`config.mk`:
```
export PLATFORM = sky130hd
export DESIGN_NAME = ges_div
export DESIGN_NICKNAME = d
export VERILOG_FILES = /design/src/rtl/core/assert_macros.svh /design/src/rtl/core/ges_pkg.sv /design/src/rtl/core/ges_div.sv
export SDC_FILE = /design/constraint.sdc
export NUM_CORES = 1
export LEC_CHECK = 0
export ABC_AREA = 1
export CAP_MARGIN = 20
export CORE_ASPECT_RATIO = 0.8
export CORE_MARGIN = 4
export CORE_UTILIZATION = 45
export DETAILED_ROUTE_END_ITERATION = 12
export DONT_BUFFER_PORTS = 1
export PLACE_DENSITY = 0.63
export SLEW_MARGIN = 5
export SYNTH_ARGS = -nofsm -noshare
export SYNTH_HDL_FRONTEND = slang
export SYNTH_SLANG_ARGS = --single-unit
```
`constraint.sdc`:
```
create_clock -name i_clk -period 3.9 [get_ports i_clk]
set_input_delay 0.78 -clock i_clk [delete_from_list [all_inputs] [get_ports i_clk]]
set_output_delay 0.78 -clock i_clk [all_outputs]
set_load 0.01 [all_outputs]
```
`src/rtl/core/assert_macros.svh`:
```
// Assertion helpers, clocked on i_clk and held off while i_rst_n is low
`ifndef ASSERT_MACROS_SVH
`define ASSERT_MACROS_SVH

`define ASSERT_ALWAYS(label, prop, msg) \
    label: assert property (@(posedge i_clk) disable iff (!i_rst_n) (prop)) else $error(msg);

`define ASSERT_IMPLIES(label, ante, cons, msg) \
    label: assert property (@(posedge i_clk) disable iff (!i_rst_n) (ante) |-> (cons)) \
        else $error(msg);

`endif

```
`src/rtl/core/ges_pkg.sv`:
```
package ges_pkg;

    localparam int MAX_N      = 16;
    localparam int FRAC_BITS  = 16;
    localparam int DATA_W     = 32;
    localparam int CFG_W      = 5;
    localparam int IDX_W      = $clog2(MAX_N);
    localparam int CNT_W      = $clog2(MAX_N + 1);
    localparam int MAT_DEPTH  = MAX_N * (MAX_N + 1);
    localparam int MAT_AW     = $clog2(MAT_DEPTH);
    localparam int DIV_W      = DATA_W + FRAC_BITS;
    localparam int DIV_CW     = $clog2(DIV_W + 1);
    localparam int PROD_W     = 2 * DATA_W;

    function automatic logic [DATA_W-1:0] fx_mag(input logic [DATA_W-1:0] a);
        fx_mag = a[DATA_W-1] ? (~a + 1'b1) : a;
    endfunction

    function automatic logic [DATA_W-1:0] fx_sat_mag(input logic [PROD_W-1:0] m,
                                                     input logic neg);
        logic [PROD_W-1:0] lim;
        lim = PROD_W'(1) << (DATA_W - 1);
        if (neg) begin
            fx_sat_mag = (m >= lim) ? {1'b1, {(DATA_W-1){1'b0}}} : (~m[DATA_W-1:0] + 1'b1);
        end else begin
            fx_sat_mag = (m >= lim) ? {1'b0, {(DATA_W-1){1'b1}}} : m[DATA_W-1:0];
        end
    endfunction

    function automatic logic [DATA_W-1:0] fx_sat_sub(input logic [DATA_W-1:0] a,
                                                     input logic [DATA_W-1:0] b);
        logic [DATA_W:0] d;
        d = {a[DATA_W-1], a} - {b[DATA_W-1], b};
        if (d[DATA_W] != d[DATA_W-1]) begin
            fx_sat_sub = d[DATA_W] ? {1'b1, {(DATA_W-1){1'b0}}} : {1'b0, {(DATA_W-1){1'b1}}};
        end else begin
            fx_sat_sub = d[DATA_W-1:0];
        end
    endfunction

endpackage

```
`src/rtl/core/ges_div.sv`:
```
module ges_div import ges_pkg::*; (
    input  logic              i_clk,
    input  logic              i_rst_n,
    input  logic              i_start,
    input  logic [DATA_W-1:0] i_a,
    input  logic [DATA_W-1:0] i_b,
    output logic              o_busy,
    output logic              o_done,
    output logic [DATA_W-1:0] o_q
);

    logic              r_busy;
    logic              r_done;
    logic [DIV_CW-1:0] r_cnt;
    logic [DATA_W:0]   r_rem;
    logic [DIV_W-1:0]  r_dvd;
    logic [DATA_W-1:0] r_bdiv;
    logic              r_neg;
    logic [DATA_W:0]   n_sh;
    logic              n_bit;

    always_comb begin
        n_sh  = {r_rem[DATA_W-1:0], r_dvd[DIV_W-1]};
        n_bit = (n_sh >= {1'b0, r_bdiv});
    end

    always_ff @(posedge i_clk) begin
        if (!i_rst_n) begin
            r_busy <= 1'b0;
            r_done <= 1'b0;
            r_cnt  <= '0;
        end else begin
            r_done <= 1'b0;
            if (i_start) begin
                r_busy <= 1'b1;
                r_cnt  <= '0;
                r_rem  <= '0;
                r_dvd  <= {fx_mag(i_a), {FRAC_BITS{1'b0}}};
                r_bdiv <= fx_mag(i_b);
                r_neg  <= i_a[DATA_W-1] ^ i_b[DATA_W-1];
            end else if (r_busy) begin
                r_rem <= n_bit ? (n_sh - {1'b0, r_bdiv}) : n_sh;
                r_dvd <= {r_dvd[DIV_W-2:0], n_bit};
                r_cnt <= r_cnt + 1'b1;
                if (r_cnt == DIV_CW'(DIV_W - 1)) begin
                    r_busy <= 1'b0;
                    r_done <= 1'b1;
                end
            end
        end
    end

    assign o_busy = r_busy;
    assign o_done = r_done;
    assign o_q    = fx_sat_mag(PROD_W'(r_dvd), r_neg);

endmodule

```
==> flow_summary.json <==
{
  "outcome": "finished, final reports clean",
  "area_growth_pct": 7.647,
  "wire_per_inst_um": 15.06,
  "io_pins": 101,
  "pre_cts_slack_ns": 1.089,
  "holdPathStages": 1,
  "drv_slew": 0,
  "wl_mm": 28.64,
  "design_area_sq_um": 11360,
  "syn-num-nets": 1695,
  "antenna_found_initial": 0,
  "cts_made_buffers": 17,
  "n_fill_cell": 2348,
  "cts_buffer_depth": 2,
  "avgViaCountPerCell": 5.070,
  "start_util_pct": 46.39,
  "cp.arrival_ns": 2.49,
  "critPathMaxFanout": 26,
  "cp_slowest_cell": "o21ai_1",
  "switchingPower_mw": 1.701,
  "postCtsSetupBuffers": 0,
  "dieArea_sq_um": 25980,
  "ys_seq_area_share_pct": 33.67,
  "path_cells": "nor2_1 -> nand3_1 -> nor2_1 -> nand2_1 -> nor2_2 -> inv_1 -> o21ai_1 -> o221ai_1 -> nand2_1",
  "power_mw": 4.590,
  "worstSkewPairLatency_ns": 0.43,
  "p_comb_share_pct": 30.6,
  "place.gp.congestion": 0.9399,
  "grt_max_degree": 64,
  "yosysUniqueCellTypes": 48,
  "drt_pass1_iterations": 6,
  "power.leakage_nw": 5.551,
  "crit_family": "simple AND/OR/NAND/NOR gates",
  "power.internal_mw": 2.889,
  "num-nets-final": 1687,
  "placed_area_sq_um": 10800,
  "r2r_cells": 13,
  "finalCritPeriodShare_pct": 83.89,
  "syn-mean-instance-area_sq_um": 6.633,
  "max_slew.worst_pin.slew_ns": 0.8904,
  "seqPwrFrac_pct": 36.5,
  "post-dp-hpwl_mm": 22.21,
  "synth-seq-cells": 121,
  "cpPeakStageDelay_ns": 0.44,
  "clkPwrFrac_pct": 33.0,
  "overflow": 0,
  "first_global_vias": 8723,
  "skew_ns": 0.01055,
  "power.density_nw_per_um2": 404.1,
  "clk_pin_slew_ns": 0.06,
  "drc": 0,
  "drv_cap": 0,
  "syn-cell-area_sq_um": 10550,
  "irDropWorstVdd_mv": 0.1878,
  "yosysWarnings": 0,
  "final_hold_viol_count": 0,
  "initialDrtViolationCount": 759,
  "clockRootBuffer": "clkbuf_16",
  "critPathCaptureType": "primary output",
  "seqCellArea_sq_um": 3553,
  "path_depth": 9,
  "io_buffer_count": 0,
  "cts_tree": "done",
  "cp.required_ns": 3.12,
  "hold_buffers": 0,
  "mostFrequentLayoutCell": "nand2_1",
  "synth_edf_count": 113,
  "critPathKind": "reg -> out",
  "sw_frac_of_total_pct": 37.06,
  "grt_pass1_wl_mm": 46.25,
  "multi_input_area_sq_um": 5751,
  "fp.dieH_um": 145.0,
  "netlist_instances": 1591,
  "diodes": 0,
  "drive_gt1_share_pct": 5.201,
  "hp-class": "reg -> reg",
  "vias": 9644,
  "cts.sinks": 121,
  "path_buf_inv": 1,
  "grt_use_total_pct": 22.10,
  "core_area_sq_um": 22750,
  "layout_common_cells": "nand2_1 (479), inv_1 (266), nor2_1 (227)",
  "post_cts_resized": 0,
  "die_x_um": 179.2,
  "period_needed_ns": 3.272,
  "rsz0062_at_grt": "no",
  "num_rows": 49,
  "ant_nets": 0,
  "worst_slack_ns": 0.6284,
  "synth_flop_cell": "edfxtp_1",
  "start_kind": "flop",
  "synthArstFlopShare_pct": 0,
  "fmax_ghz": 0.3057,
  "fin_setup_tns_ns": 0,
  "setup-violations-final": 0,
  "htree_levels": 4,
  "relSlewSlack_pct": 40.55,
  "worst_hold_slack_ns": 0.4531
}
-- Yosys cell counts, types with 4 or more instances --
cell      instances  share of area, %
nor4_1            5              0.30
nand4_1          28               1.7
xor2_1           62               5.1
inv_2             8              0.28
and2_1            8              0.47
inv_1           267               9.5
ha_1             36               4.3
nor2_1          227               8.1
nand2_2           9              0.53
a21oi_1          32               1.5
clkbuf_1         23              0.82
edfxtp_1        113                32
nand2_1         480                17
a31oi_1          10              0.59
xnor2_1          11              0.91
dfxtp_1           8               1.5
buf_6             6              0.64
o21ai_0          59               2.8
nor3_1           29               1.4
nor2_2            8              0.47
nand3_1          87               4.1
nand3b_1         30               2.1
nand2_4           4              0.43
-- sequential cells by signal, indices dropped and copies added, names as in the netlist --
name    count
o_busy      1
r_bdiv     32
r_rem      32
o_done      1
r_cnt       6
r_dvd      48
r_neg       1
-- worst paths after layout --
check / startpoint / endpoint / slack, ns
worst min register to register: r_cnt[5] / r_cnt[5] / 0.45
worst min-delay path: r_cnt[5] / r_cnt[5] / 0.45
worst max register to register: r_rem[7] / r_rem[15] / 1.24
worst max-delay path: r_dvd[35] / o_q[17] / 0.63
-- layout make-up --
type                    instances  area share [%]
multi-input cells            1155           50.62
flip-flops and latches        121           31.28
inverters                     279           9.241
clock buffers                  17           3.745
well taps                     306           3.370
clock inverters                15           1.146
repair buffers                  9          0.5948
-- layer usage --
metal / vias to the layer above / GRT usage [%] / wire length (um)
met5: - / 0 / 0
li1: 4999 / - / -
met4: 0 / 4.073 / 289
met2: 266 / 30.66 / 11530
met3: 19 / 4.863 / 2018
met1: 4360 / 35.26 / 14800
-- power groups by stage --
stage          Sequential, mW  Clock [mW]  Combinational, mW
2_1_floorplan            1.67           0               1.10
3_3_place_gp             1.70           0               1.37
3_5_place_dp             1.70           0               1.38
4_1_cts                  1.67        1.54               1.39
5_1_grt                  1.69        1.61               1.59
6_report                 1.67        1.51               1.40
-- through the flow --
stage               util (%)  instances
finish                 49.94       1902
CTS                    49.94       1902
floorplan                  -       1591
global placement       47.50       1870
detailed placement     47.50       1870
global route           49.94       1902
-- cells by family after synthesis --
logic type                 count (synthesis)  synth area share [%]
and+or+nand+nor                          926                 37.61
buffers and inverters                    315                 11.90
DFF                                      121                 33.67
AOI/OAI and AO/OA                        119                 6.296
xor gates and xnor gates                  73                 6.059
adders and majority gates                 37                 4.458
-- worst reg2reg max path: stages (launching register included) --
cell and delay, ns:
edfxtp_1 0.45, ha_1 0.41, nand2_1 0.10, nand2_1 0.07, inv_1 0.05, nand2_1 0.07, clkinv_1 0.08, nand3_4 0.10
nand2_4 0.09, nand2_4 0.07, a21oi_4 0.53, buf_4 0.31, nor2_1 0.06, nor2_1 0.12
(Power assumes the default switching activity.)
