==> config.mk <==
export PLATFORM = sky130hd
export DESIGN_NAME = ges_ram
export DESIGN_NICKNAME = d
export VERILOG_FILES = /design/src/rtl/core/assert_macros.svh /design/src/rtl/core/ges_ram.sv
export SDC_FILE = /design/constraint.sdc
export NUM_CORES = 1
export LEC_CHECK = 0
export ABC_AREA = 1
export BUFFER_PORTS_ARGS = -buffer_cell sky130_fd_sc_hd__buf_4
export CAP_MARGIN = 40
export CORE_ASPECT_RATIO = 2
export CORE_MARGIN = 3
export CORE_UTILIZATION = 50
export CTS_CLUSTER_SIZE = 30
export DETAILED_ROUTE_END_ITERATION = 12
export PLACE_DENSITY = 0.69
export SLEW_MARGIN = 5
export SYNTH_ARGS = -nofsm -noshare
export SYNTH_HDL_FRONTEND = slang
export SYNTH_SLANG_ARGS = --single-unit
==> constraint.sdc <==
create_clock -name i_clk -period 2.07 [get_ports i_clk]
set_clock_uncertainty 0.05 [all_clocks]
set_input_delay 0.1035 -clock i_clk [delete_from_list [all_inputs] [get_ports i_clk]]
set_output_delay 0.1035 -clock i_clk [all_outputs]
set_load 0.01 [all_outputs]
==> src/rtl/core/assert_macros.svh <==
// Assertion helpers, clocked on i_clk and held off while i_rst_n is low
`ifndef ASSERT_MACROS_SVH
`define ASSERT_MACROS_SVH

`define ASSERT_ALWAYS(label, prop, msg) \
    label: assert property (@(posedge i_clk) disable iff (!i_rst_n) (prop)) else $error(msg);

`define ASSERT_IMPLIES(label, ante, cons, msg) \
    label: assert property (@(posedge i_clk) disable iff (!i_rst_n) (ante) |-> (cons)) \
        else $error(msg);

`endif

==> src/rtl/core/ges_ram.sv <==
module ges_ram #(
    parameter int WIDTH = 32,
    parameter int DEPTH = 16
) (
    input  logic                     i_clk,
    input  logic                     i_we,
    input  logic [$clog2(DEPTH)-1:0] i_waddr,
    input  logic [WIDTH-1:0]         i_wdata,
    input  logic [$clog2(DEPTH)-1:0] i_raddr,
    output logic [WIDTH-1:0]         o_rdata
);

    logic [WIDTH-1:0] r_mem [DEPTH];

    always_ff @(posedge i_clk) begin
        if (i_we) begin
            r_mem[i_waddr] <= i_wdata;
        end
        o_rdata <= r_mem[i_raddr];
    end

endmodule

==> results of run 1 <==
-- layer usage --
metal	track usage [%]	share of wire [%]	routed length, um	up-vias
met1	25.3	37	19000	7067
met2	37.6	53	26900	520
met3	2.62	5.8	2940	147
met4	9.27	3.9	1970	0
met5	0	0	0	-
li1	-	-	-	6992
-- logic make-up (layout without fill, tap and decap cells) --
kind of cell	count (synthesis)	in the layout	share of synthesized area [%]
and+or+nand+nor	1081	1081	20.0
DFF	544	544	70.5
buffers and inverters	495	615	9.54
-- final timing paths --
path	startpoint	end	slack, ns	cells past startpoint
min reg2reg	r_mem[10][30]$_DFFE_PP_	o_rdata[30]$_DFF_P_	0.60	6
max reg2reg	r_mem[9][8]$_DFFE_PP_	o_rdata[8]$_DFF_P_	1.01	6
min	i_raddr[0]	o_rdata[25]$_DFF_P_	0.04	7
max	i_raddr[2]	o_rdata[22]$_DFF_P_	0.69	6
-- state kept, by name (all words and copies together) (netlist names) --
| signal | cells |
|---|---|
| r_mem | 512 |
| o_rdata | 32 |
-- cell usage after synthesis, drive strengths merged --
library cell / count / area [um^2]
buf: 91 / 649
clkbuf: 14 / 52.6
dfxtp: 32 / 641
edfxtp: 512 / 15400
inv: 390 / 1470
nand2: 677 / 2540
nand3: 385 / 1930
nand3b: 2 / 15.0
nor2: 17 / 63.8
-- tightest hold or removal path: cells and delay by family --
kind / cells / cell delay (ns)
buf+inv: 1 / 0.15
simple gates: 6 / 0.35
-- per-stage QoR --
step | setup TNS [ns] | setup slack, ns
2_1_floorplan | -26.23 | -0.0762
4_1_cts | 0 | 0.708
6_report | 0 | 0.686
5_1_grt | 0 | 0.652
3_5_place_dp | 0 | 0.487
3_3_place_gp | 0 | 0.433
-- power groups by stage --
stage               clock, W  sequential, W  combinational, W
finish               0.00877         0.0124           0.00155
detailed placement         0         0.0126           0.00151
global route         0.00930         0.0124           0.00171
CTS                  0.00890         0.0124           0.00157
floorplan                  0         0.0126          0.000841
global placement           0         0.0126           0.00147
-- final cells by class --
| cell class | instances | area [um^2] | share of cell area, % |
|---|---|---|---|
| sequential | 544 | 16000 | 61.9 |
| tap | 555 | 694 | 2.69 |
| clock inverter | 24 | 294 | 1.14 |
| timing repair buffer | 146 | 1480 | 5.73 |
| inverter | 390 | 1470 | 5.69 |
| clock buffer | 55 | 1230 | 4.77 |
| multi-input combinational | 1081 | 4670 | 18.0 |
==> results_dict.tcl, run 1 <==
set metrics [dict create \
    syn_area_mm2 0.0227 \
    clockBufferDepth 3 \
    gp_congestion 0.776 \
    maxCapViolCount 0 \
    power.leakage_nw 11.0 \
    pwr-share-comb_pct 6.8 \
    wl_mm 50.8 \
    cp-start-kind "input port" \
    rsz0062_at_grt "no" \
    grt_pass1_vias 14783 \
    cts_root_buf "clkbuf_16" \
    switchingPower_w 0.00486 \
    drt_iter0_markers 1152 \
    syn_inst 2120 \
    initial_core_util_pct 51.0 \
    cp-end-kind "flip-flop" \
    clkTransAtPathRegs_ns 0.07 \
    fill_cells 3516 \
    worst_slew_margin_rel_pct 52.1 \
    drtPass1Iterations 5 \
    fp.coreArea_mm2 0.0446 \
    synth_seq_cells 544 \
    place_inst 2683 \
    grt_pass1_wl_mm 78.7 \
    place_hpwl_mm 27.6 \
    vias_per_cell 5.27 \
    synth_cell_types 15 \
    cp_max_fo 46 \
    ys_warn_count 0 \
    p_total_w 0.0227 \
    p_seq_share_pct 54.5 \
    io_pins 74 \
    insertedDiodeCount 0 \
    worstPathBufferInverterCount 3 \
    crit_family "buffers and inverters" \
    place_area_mm2 0.0240 \
    yosysSeqAreaShare_pct 70.5 \
    path_class "input port to flip-flop" \
    cpMostUsedCell "nand3_1" \
    cts_tree "done" \
    vias 14726 \
    drive_gt1_share_pct 9.15 \
    slowest_stage "dlygate4sd3_1" \
    post-route-min-period_ns 1.38 \
    power_density_mw_per_mm2 878 \
    final_common_cell "nand2_1" \
    fin_crit_sh_pct 66.9 \
    final_cell_mix "677 x nand2_1, 512 x edfxtp_1, 386 x inv_1" \
    antenna_found_initial 0 \
    cts-htree-levels 2 \
    power_frac_clock_pct 38.6 \
    clock_latency_ns 0.55 \
    report.final.slew_viol_count 0 \
    hold_violations 0 \
    post_cts_buffers 0 \
    syn-num-nets 2162 \
    ant_nets 0 \
    num_rows 109 \
    grt_start_max_net_pins 129 \
    fmax_ghz 0.722 \
    cts_buffers 45 \
    critPathMaxStageDelay_ns 0.54 \
    worstPathCellList "dlygate4sd3_1 > buf_4 > buf_12 > nand3_1 > nand3_1 > nand2_1" \
    track_usage_pct 21.1 \
    syn_area_per_cell_um2 10.7 \
    hold_buffers 33 \
    die_x_um 157 \
    worstMarginPinSlew_ns 0.719 \
    cp_data_required_time_ns 2.46 \
    swShare_pct 21.4 \
    setup_viol 0 \
    worstPathArrival_ns 1.77 \
    utilization_pct 58.0 \
    die_area_mm2 0.0482 \
    fp.dieH_um 308 \
    min_path_type "input port to flip-flop" \
    ir_drop_mv 0.530 \
    fin_hold_ws_ns 0.0419 \
    drcViolationCount 0 \
    final_area_mm2 0.0259 \
    syn_to_final_growth_pct 13.8 \
    fin_cells 2795 \
    clock_sinks 544 \
    fin_nets 2250 \
    avgRoutedWirePerCell_um 18.2 \
    portBuffers 73 \
    overflow 0 \
    internal-power_w 0.0178 \
    post_cts_resized 0 \
    status "completed" \
]
(Power assumes the default switching activity.)
==> inputs of run 2 (changes only) <==
--- a/config.mk
+++ b/config.mk
@@ -5,7 +5,7 @@
 export SDC_FILE = /design/constraint.sdc
 export NUM_CORES = 1
 export LEC_CHECK = 0
-export ABC_AREA = 1
+export ABC_AREA = 0
 export BUFFER_PORTS_ARGS = -buffer_cell sky130_fd_sc_hd__buf_4
 export CAP_MARGIN = 40
 export CORE_ASPECT_RATIO = 2
==> constraint.sdc (replaced) <==
create_clock -name i_clk -period 1.1 [get_ports i_clk]
set_clock_uncertainty 0.05 [all_clocks]
set_input_delay 0.055 -clock i_clk [delete_from_list [all_inputs] [get_ports i_clk]]
set_output_delay 0.055 -clock i_clk [all_outputs]
set_load 0.01 [all_outputs]
==> results_dict.tcl, run 2 <==
set metrics [dict create \
    r2r_setup_slack_ns -0.28 \
    maxCapViolCount 0 \
    cts_root_buf "clkbuf_16" \
    syn_inst 838 \
    worst_slack_ns -0.277 \
    async_reset_ff_share_pct 0 \
    ir_drop_mv 1.55 \
    place_area_mm2 0.0225 \
    syn_area_per_cell_um2 23.7 \
    final_common_cell "edfxtp_1" \
    synthTopCellsByArea "edfxtp_1 77%, mux4_2 15%, dfxtp_1 3.2%, a22oi_1 2.4%, nand2_1 0.62%" \
    wl_mm 43.2 \
    fmax_ghz 0.726 \
    startpoint "r_mem[11][13]$_DFFE_PP_" \
    clockBufferDepth 3 \
    yosysMostFrequentCell "edfxtp_1" \
    clkTransAtPathRegs_ns 0.07 \
    clock_sinks 544 \
    hold_violations 0 \
    cp-start-kind "flip-flop" \
    die_x_um 147 \
    worstPathArrival_ns 1.77 \
    largest_register_ff_count 512 \
    synth_cell_types 18 \
    avgRoutedWirePerCell_um 26.9 \
    die_area_mm2 0.0423 \
    gp_congestion 0.752 \
    place_hpwl_mm 26.4 \
    top_regs "r_mem (512), o_rdata (32)" \
    fin_hold_ws_ns 0.0195 \
    setup_viol 47 \
    syn_area_mm2 0.0199 \
    switchingPower_w 0.00862 \
    rsz0062_at_grt "yes" \
    worstMarginPinSlew_ns 0.383 \
    report.final.slew_viol_count 0 \
    insertedDiodeCount 0 \
    pwr-share-comb_pct 6.6 \
    synth_seq_cells 544 \
    syn-num-nets 880 \
    vias 9381 \
    portBuffers 73 \
    final_cell_mix "512 x edfxtp_1, 128 x mux4_2, 89 x buf_4" \
    fp.dieH_um 288 \
    synth_common_cells "512 x edfxtp_1, 128 x mux4_2, 64 x a22oi_1" \
    path_class "flip-flop to flip-flop" \
    power_density_mw_per_mm2 1730 \
    final_area_mm2 0.0248 \
    fin_nets 1091 \
    drive_gt1_share_pct 44.4 \
    violations "negative setup slack" \
    ys_warn_count 0 \
    grt_pass1_vias 10265 \
    num_rows 102 \
    io_pins 74 \
    status "finished, violations left" \
    drcViolationCount 0 \
    cp_data_required_time_ns 1.49 \
    yosys.area.top_type "edfxtp_1" \
    yosysSeqAreaShare_pct 80.7 \
    track_usage_pct 21.0 \
    min_path_type "input port to flip-flop" \
    cts_buffers 44 \
    cts-htree-levels 2 \
    reg2reg_from "r_mem[11][13]$_DFFE_PP_" \
    clock_latency_ns 0.57 \
    ys.flop_type "edfxtp_1" \
    p_total_w 0.0429 \
    vias_per_cell 5.84 \
    endpoint "o_rdata[13]$_DFF_P_" \
    p_seq_share_pct 54.5 \
    cts_tree "done" \
    regToRegEndpoint "o_rdata[13]$_DFF_P_" \
    initial_core_util_pct 51.0 \
    utilization_pct 63.6 \
    drtPass1Iterations 5 \
    antenna_found_initial 0 \
    power.leakage_nw 8.07 \
    worst-r2r-cell-count 3 \
    cp-end-kind "flip-flop" \
    post-route-min-period_ns 1.38 \
    grt_start_max_net_pins 37 \
    fp.coreArea_mm2 0.0389 \
    fin_crit_sh_pct 125 \
    grt_pass1_wl_mm 65.2 \
    swShare_pct 20.1 \
    synth_top_area_share_pct 77.4 \
    ant_nets 0 \
    overflow 0 \
    power_frac_clock_pct 38.8 \
    synth-edff-count 512 \
    syn_to_final_growth_pct 24.7 \
    drt_iter0_markers 706 \
    cp_max_fo 1 \
    worst_slew_margin_rel_pct 74.4 \
    internal-power_w 0.0342 \
    top_register "r_mem" \
]
## run 2: changes by cell type after synthesis, sizes merged, moves of 2 or more
cell	before	now
clkbuf	14	17
nand3	385	1
inv	390	0
mux4	0	128
nor3	0	4
buf	91	26
nand2b	0	2
nor2b	0	2
nand2	677	33
a22oi	0	64
nor2	17	13
## run 2: layer usage
metal / track usage [%] / vias up / wire length (um)
met1: 25.9 / 5014 / 16200
li1: - / 3989 / -
met3: 3.07 / 76 / 1920
met2: 37.8 / 302 / 23700
met4: 7.33 / 0 / 1350
met5: 0 / - / 0
## run 2: what timing repair did
item                                   in CTS  in global routing
endpoints found under the hold margin     512                  0
hold buffers                               32                  0
gates resized for setup                    96                 23
buffers inserted                            0                  0
pin swaps                                  12                  2
setup endpoints to repair                  64                 64
## run 2: final cells by class
cell class	count	area, um^2
clock inverter	24	302
multi-input combinational	251	4080
tap	520	651
fill	2511	14200
clock buffer	58	1240
sequential	544	16100
timing repair buffer	208	2440
## run 2: logic make-up (layout without fill, tap and decap cells)
| group | count (synthesis) | count (layout) | synth area share (%) |
|---|---|---|---|
| AO/OA/AOI/OAI | 64 | 64 | 2.42 |
| AND/OR/NAND/NOR | 59 | 59 | 1.27 |
| buffers and inverters | 43 | 290 | 1.12 |
| multiplexers | 128 | 128 | 14.5 |
| flip-flops | 544 | 544 | 80.7 |
## run 2: how the worst min path moves through the flow
stage | from | end | slack, ns | depth (start not counted)
2_1_floorplan | i_wdata[0] | r_mem[0][0]$_DFFE_PP_ | 0.10 | 0
3_3_place_gp | i_wdata[6] | r_mem[2][6]$_DFFE_PP_ | 0.29 | 1
3_5_place_dp | i_wdata[22] | r_mem[11][22]$_DFFE_PP_ | 0.31 | 1
4_1_cts | i_waddr[0] | r_mem[8][15]$_DFFE_PP_ | 0.008 | 3
5_1_grt | i_waddr[0] | r_mem[8][21]$_DFFE_PP_ | 0.02 | 3
6_report | i_raddr[3] | o_rdata[0]$_DFF_P_ | 0.02 | 4
## run 2: worst max-delay path, stage by stage, from the launching register on
cell and delay (ns):
edfxtp_1 0.43, mux4_2 0.53, a22oi_2 0.18, nand2_1 0.07
## run 2: power groups by stage
stage          logic (W)  registers (W)  clock network [W]
2_1_floorplan    0.00123         0.0238                  0
3_3_place_gp     0.00253         0.0237                  0
3_5_place_dp     0.00257         0.0238                  0
4_1_cts          0.00285         0.0234             0.0170
5_1_grt          0.00304         0.0234             0.0176
6_report         0.00285         0.0234             0.0166
## run 2: through the flow
stage               cells  TNS (ns)  setup slack, ns
global route         1605     -8.04           -0.349
detailed placement   1492   -179.38           -0.598
floorplan             838   -188.35           -0.714
finish               1605     -5.79           -0.277
global placement     1492   -175.65           -0.572
CTS                  1605     -6.33           -0.274
==> inputs of run 3 (changes only) <==
--- a/config.mk
+++ b/config.mk
@@ -13,7 +13,8 @@
 export CORE_UTILIZATION = 50
 export CTS_CLUSTER_SIZE = 30
 export DETAILED_ROUTE_END_ITERATION = 12
-export PLACE_DENSITY = 0.69
+export GPL_TIMING_DRIVEN = 0
+export PLACE_DENSITY = 0.67
 export SLEW_MARGIN = 5
 export SYNTH_ARGS = -nofsm -noshare
 export SYNTH_HDL_FRONTEND = slang
==> constraint.sdc (replaced) <==
create_clock -name i_clk -period 1.77 [get_ports i_clk]
set_clock_uncertainty 0.05 [all_clocks]
set_input_delay 0.0885 -clock i_clk [delete_from_list [all_inputs] [get_ports i_clk]]
set_output_delay 0.0885 -clock i_clk [all_outputs]
set_load 0.01 [all_outputs]
==> results_dict.tcl, run 3 (synthesis results as in run 2) <==
set metrics [dict create \
    status "completed" \
    fin_nets 1063 \
    clkTransAtPathRegs_ns 0.07 \
    cts_root_buf "clkbuf_16" \
    fin_hold_ws_ns 0.0329 \
    tns_ns 0 \
    io_pins 74 \
    grt_start_max_net_pins 21 \
    num_rows 102 \
    cp_max_fo 14 \
    post-route-min-period_ns 1.65 \
    antenna_found_initial 0 \
    p_seq_share_pct 55.3 \
    largest_register_ff_count 512 \
    portBuffers 71 \
    reg2reg_from "r_mem[10][13]$_DFFE_PP_" \
    top_register "r_mem" \
    switchingPower_w 0.00527 \
    vias_per_cell 5.94 \
    track_usage_pct 21.0 \
    wl_mm 43.1 \
    maxCapViolCount 0 \
    min_from "i_waddr[0]" \
    worstPathArrival_ns 1.86 \
    final_common_cell "edfxtp_1" \
    internal-power_w 0.0209 \
    fp.coreArea_mm2 0.0389 \
    utilization_pct 60.6 \
    worst-r2r-cell-count 3 \
    drcViolationCount 0 \
    cp_data_required_time_ns 1.98 \
    fp.dieH_um 288 \
    worstMarginPinSlew_ns 0.919 \
    clock_latency_ns 0.56 \
    cts_tree "done" \
    place_hpwl_mm 26.6 \
    fin_crit_sh_pct 93.2 \
    ir_drop_mv 0.925 \
    syn_to_final_growth_pct 18.9 \
    top_regs "r_mem (512), o_rdata (32)" \
    fmax_ghz 0.606 \
    gp_congestion 0.734 \
    power_density_mw_per_mm2 1110 \
    cp-end-kind "flip-flop" \
    drive_gt1_share_pct 31.2 \
    clock_sinks 544 \
    power_frac_clock_pct 38.9 \
    cts-htree-levels 2 \
    startpoint "i_waddr[1]" \
    overflow 0 \
    cts_buffers 45 \
    worst_slew_margin_rel_pct 38.7 \
    grt_pass1_vias 10218 \
    rsz0062_at_grt "no" \
    min_path_type "input port to flip-flop" \
    vias 9363 \
    p_total_w 0.0262 \
    hold_path_depth 3 \
    setup_viol 0 \
    grt_pass1_wl_mm 64.8 \
    insertedDiodeCount 0 \
    power.leakage_nw 7.62 \
    drtPass1Iterations 5 \
    ant_nets 0 \
    drt_iter0_markers 779 \
    swShare_pct 20.1 \
    final_cell_mix "512 x edfxtp_1, 128 x mux4_2, 82 x buf_4" \
    hold_violations 0 \
    initial_core_util_pct 51.0 \
    pwr-share-comb_pct 5.8 \
    path_class "input port to flip-flop" \
    avgRoutedWirePerCell_um 27.4 \
    clockBufferDepth 3 \
    die_area_mm2 0.0423 \
    report.final.slew_viol_count 0 \
    die_x_um 147 \
    cp-start-kind "input port" \
]
[run 3: power by group through the flow]
stage | sequential [W] | clock (W) | combinational [W]
finish | 0.0145 | 0.0102 | 0.00151
floorplan | 0.0148 | 0 | 0.000696
global placement | 0.0147 | 0 | 0.00137
detailed placement | 0.0147 | 0 | 0.00147
global route | 0.0145 | 0.0109 | 0.00162
CTS | 0.0145 | 0.0104 | 0.00154
[run 3: cell type report]
type / instances / area (um^2)
Multi-Input combinational cell: 251 / 3750
Clock buffer: 57 / 1230
Timing Repair Buffer: 136 / 1450
Tap cell: 520 / 651
Fill cell: 2627 / 15300
Buffer: 43 / 225
Clock inverter: 24 / 273
Sequential cell: 544 / 16000
[run 3: through the flow]
| stage | setup slack (ns) | std cells | instance area [um^2] |
|---|---|---|---|
| finish | 0.120 | 1575 | 23600 |
| floorplan | -0.396 | 838 | 19900 |
| detailed placement | -0.421 | 1456 | 21700 |
| global route | 0.0695 | 1575 | 23600 |
| global placement | -2.30 | 1429 | 21100 |
| CTS | 0.0525 | 1572 | 23600 |
[run 3: worst max-delay path, stage by stage]
cell and delay (ns):
buf_4 0.15, dlygate4sd3_1 0.65, nor3_4 0.69, buf_8 0.27
[run 3: worst paths after layout]
check	to	slack, ns
setup / recovery	r_mem[8][15]$_DFFE_PP_	0.12
hold / removal	r_mem[4][17]$_DFFE_PP_	0.03
setup reg to reg	o_rdata[13]$_DFF_P_	0.30
hold reg to reg	o_rdata[4]$_DFF_P_	0.61
[run 3: repair_timing]
action	CTS	global route
resized for setup	0	5
setup endpoints to repair	0	10
setup buffers	0	0
hold endpoints to repair	540	13
hold buffers	35	2
[run 3: layer usage]
layer  up-vias  global-route usage (%)  routed length (um)
met2       330                    38.1               23800
met1      5011                    25.9               15800
li1       3929                       -                   -
met5         -                       0                   0
met4         0                    7.54                1440
met3        93                    2.54                2050
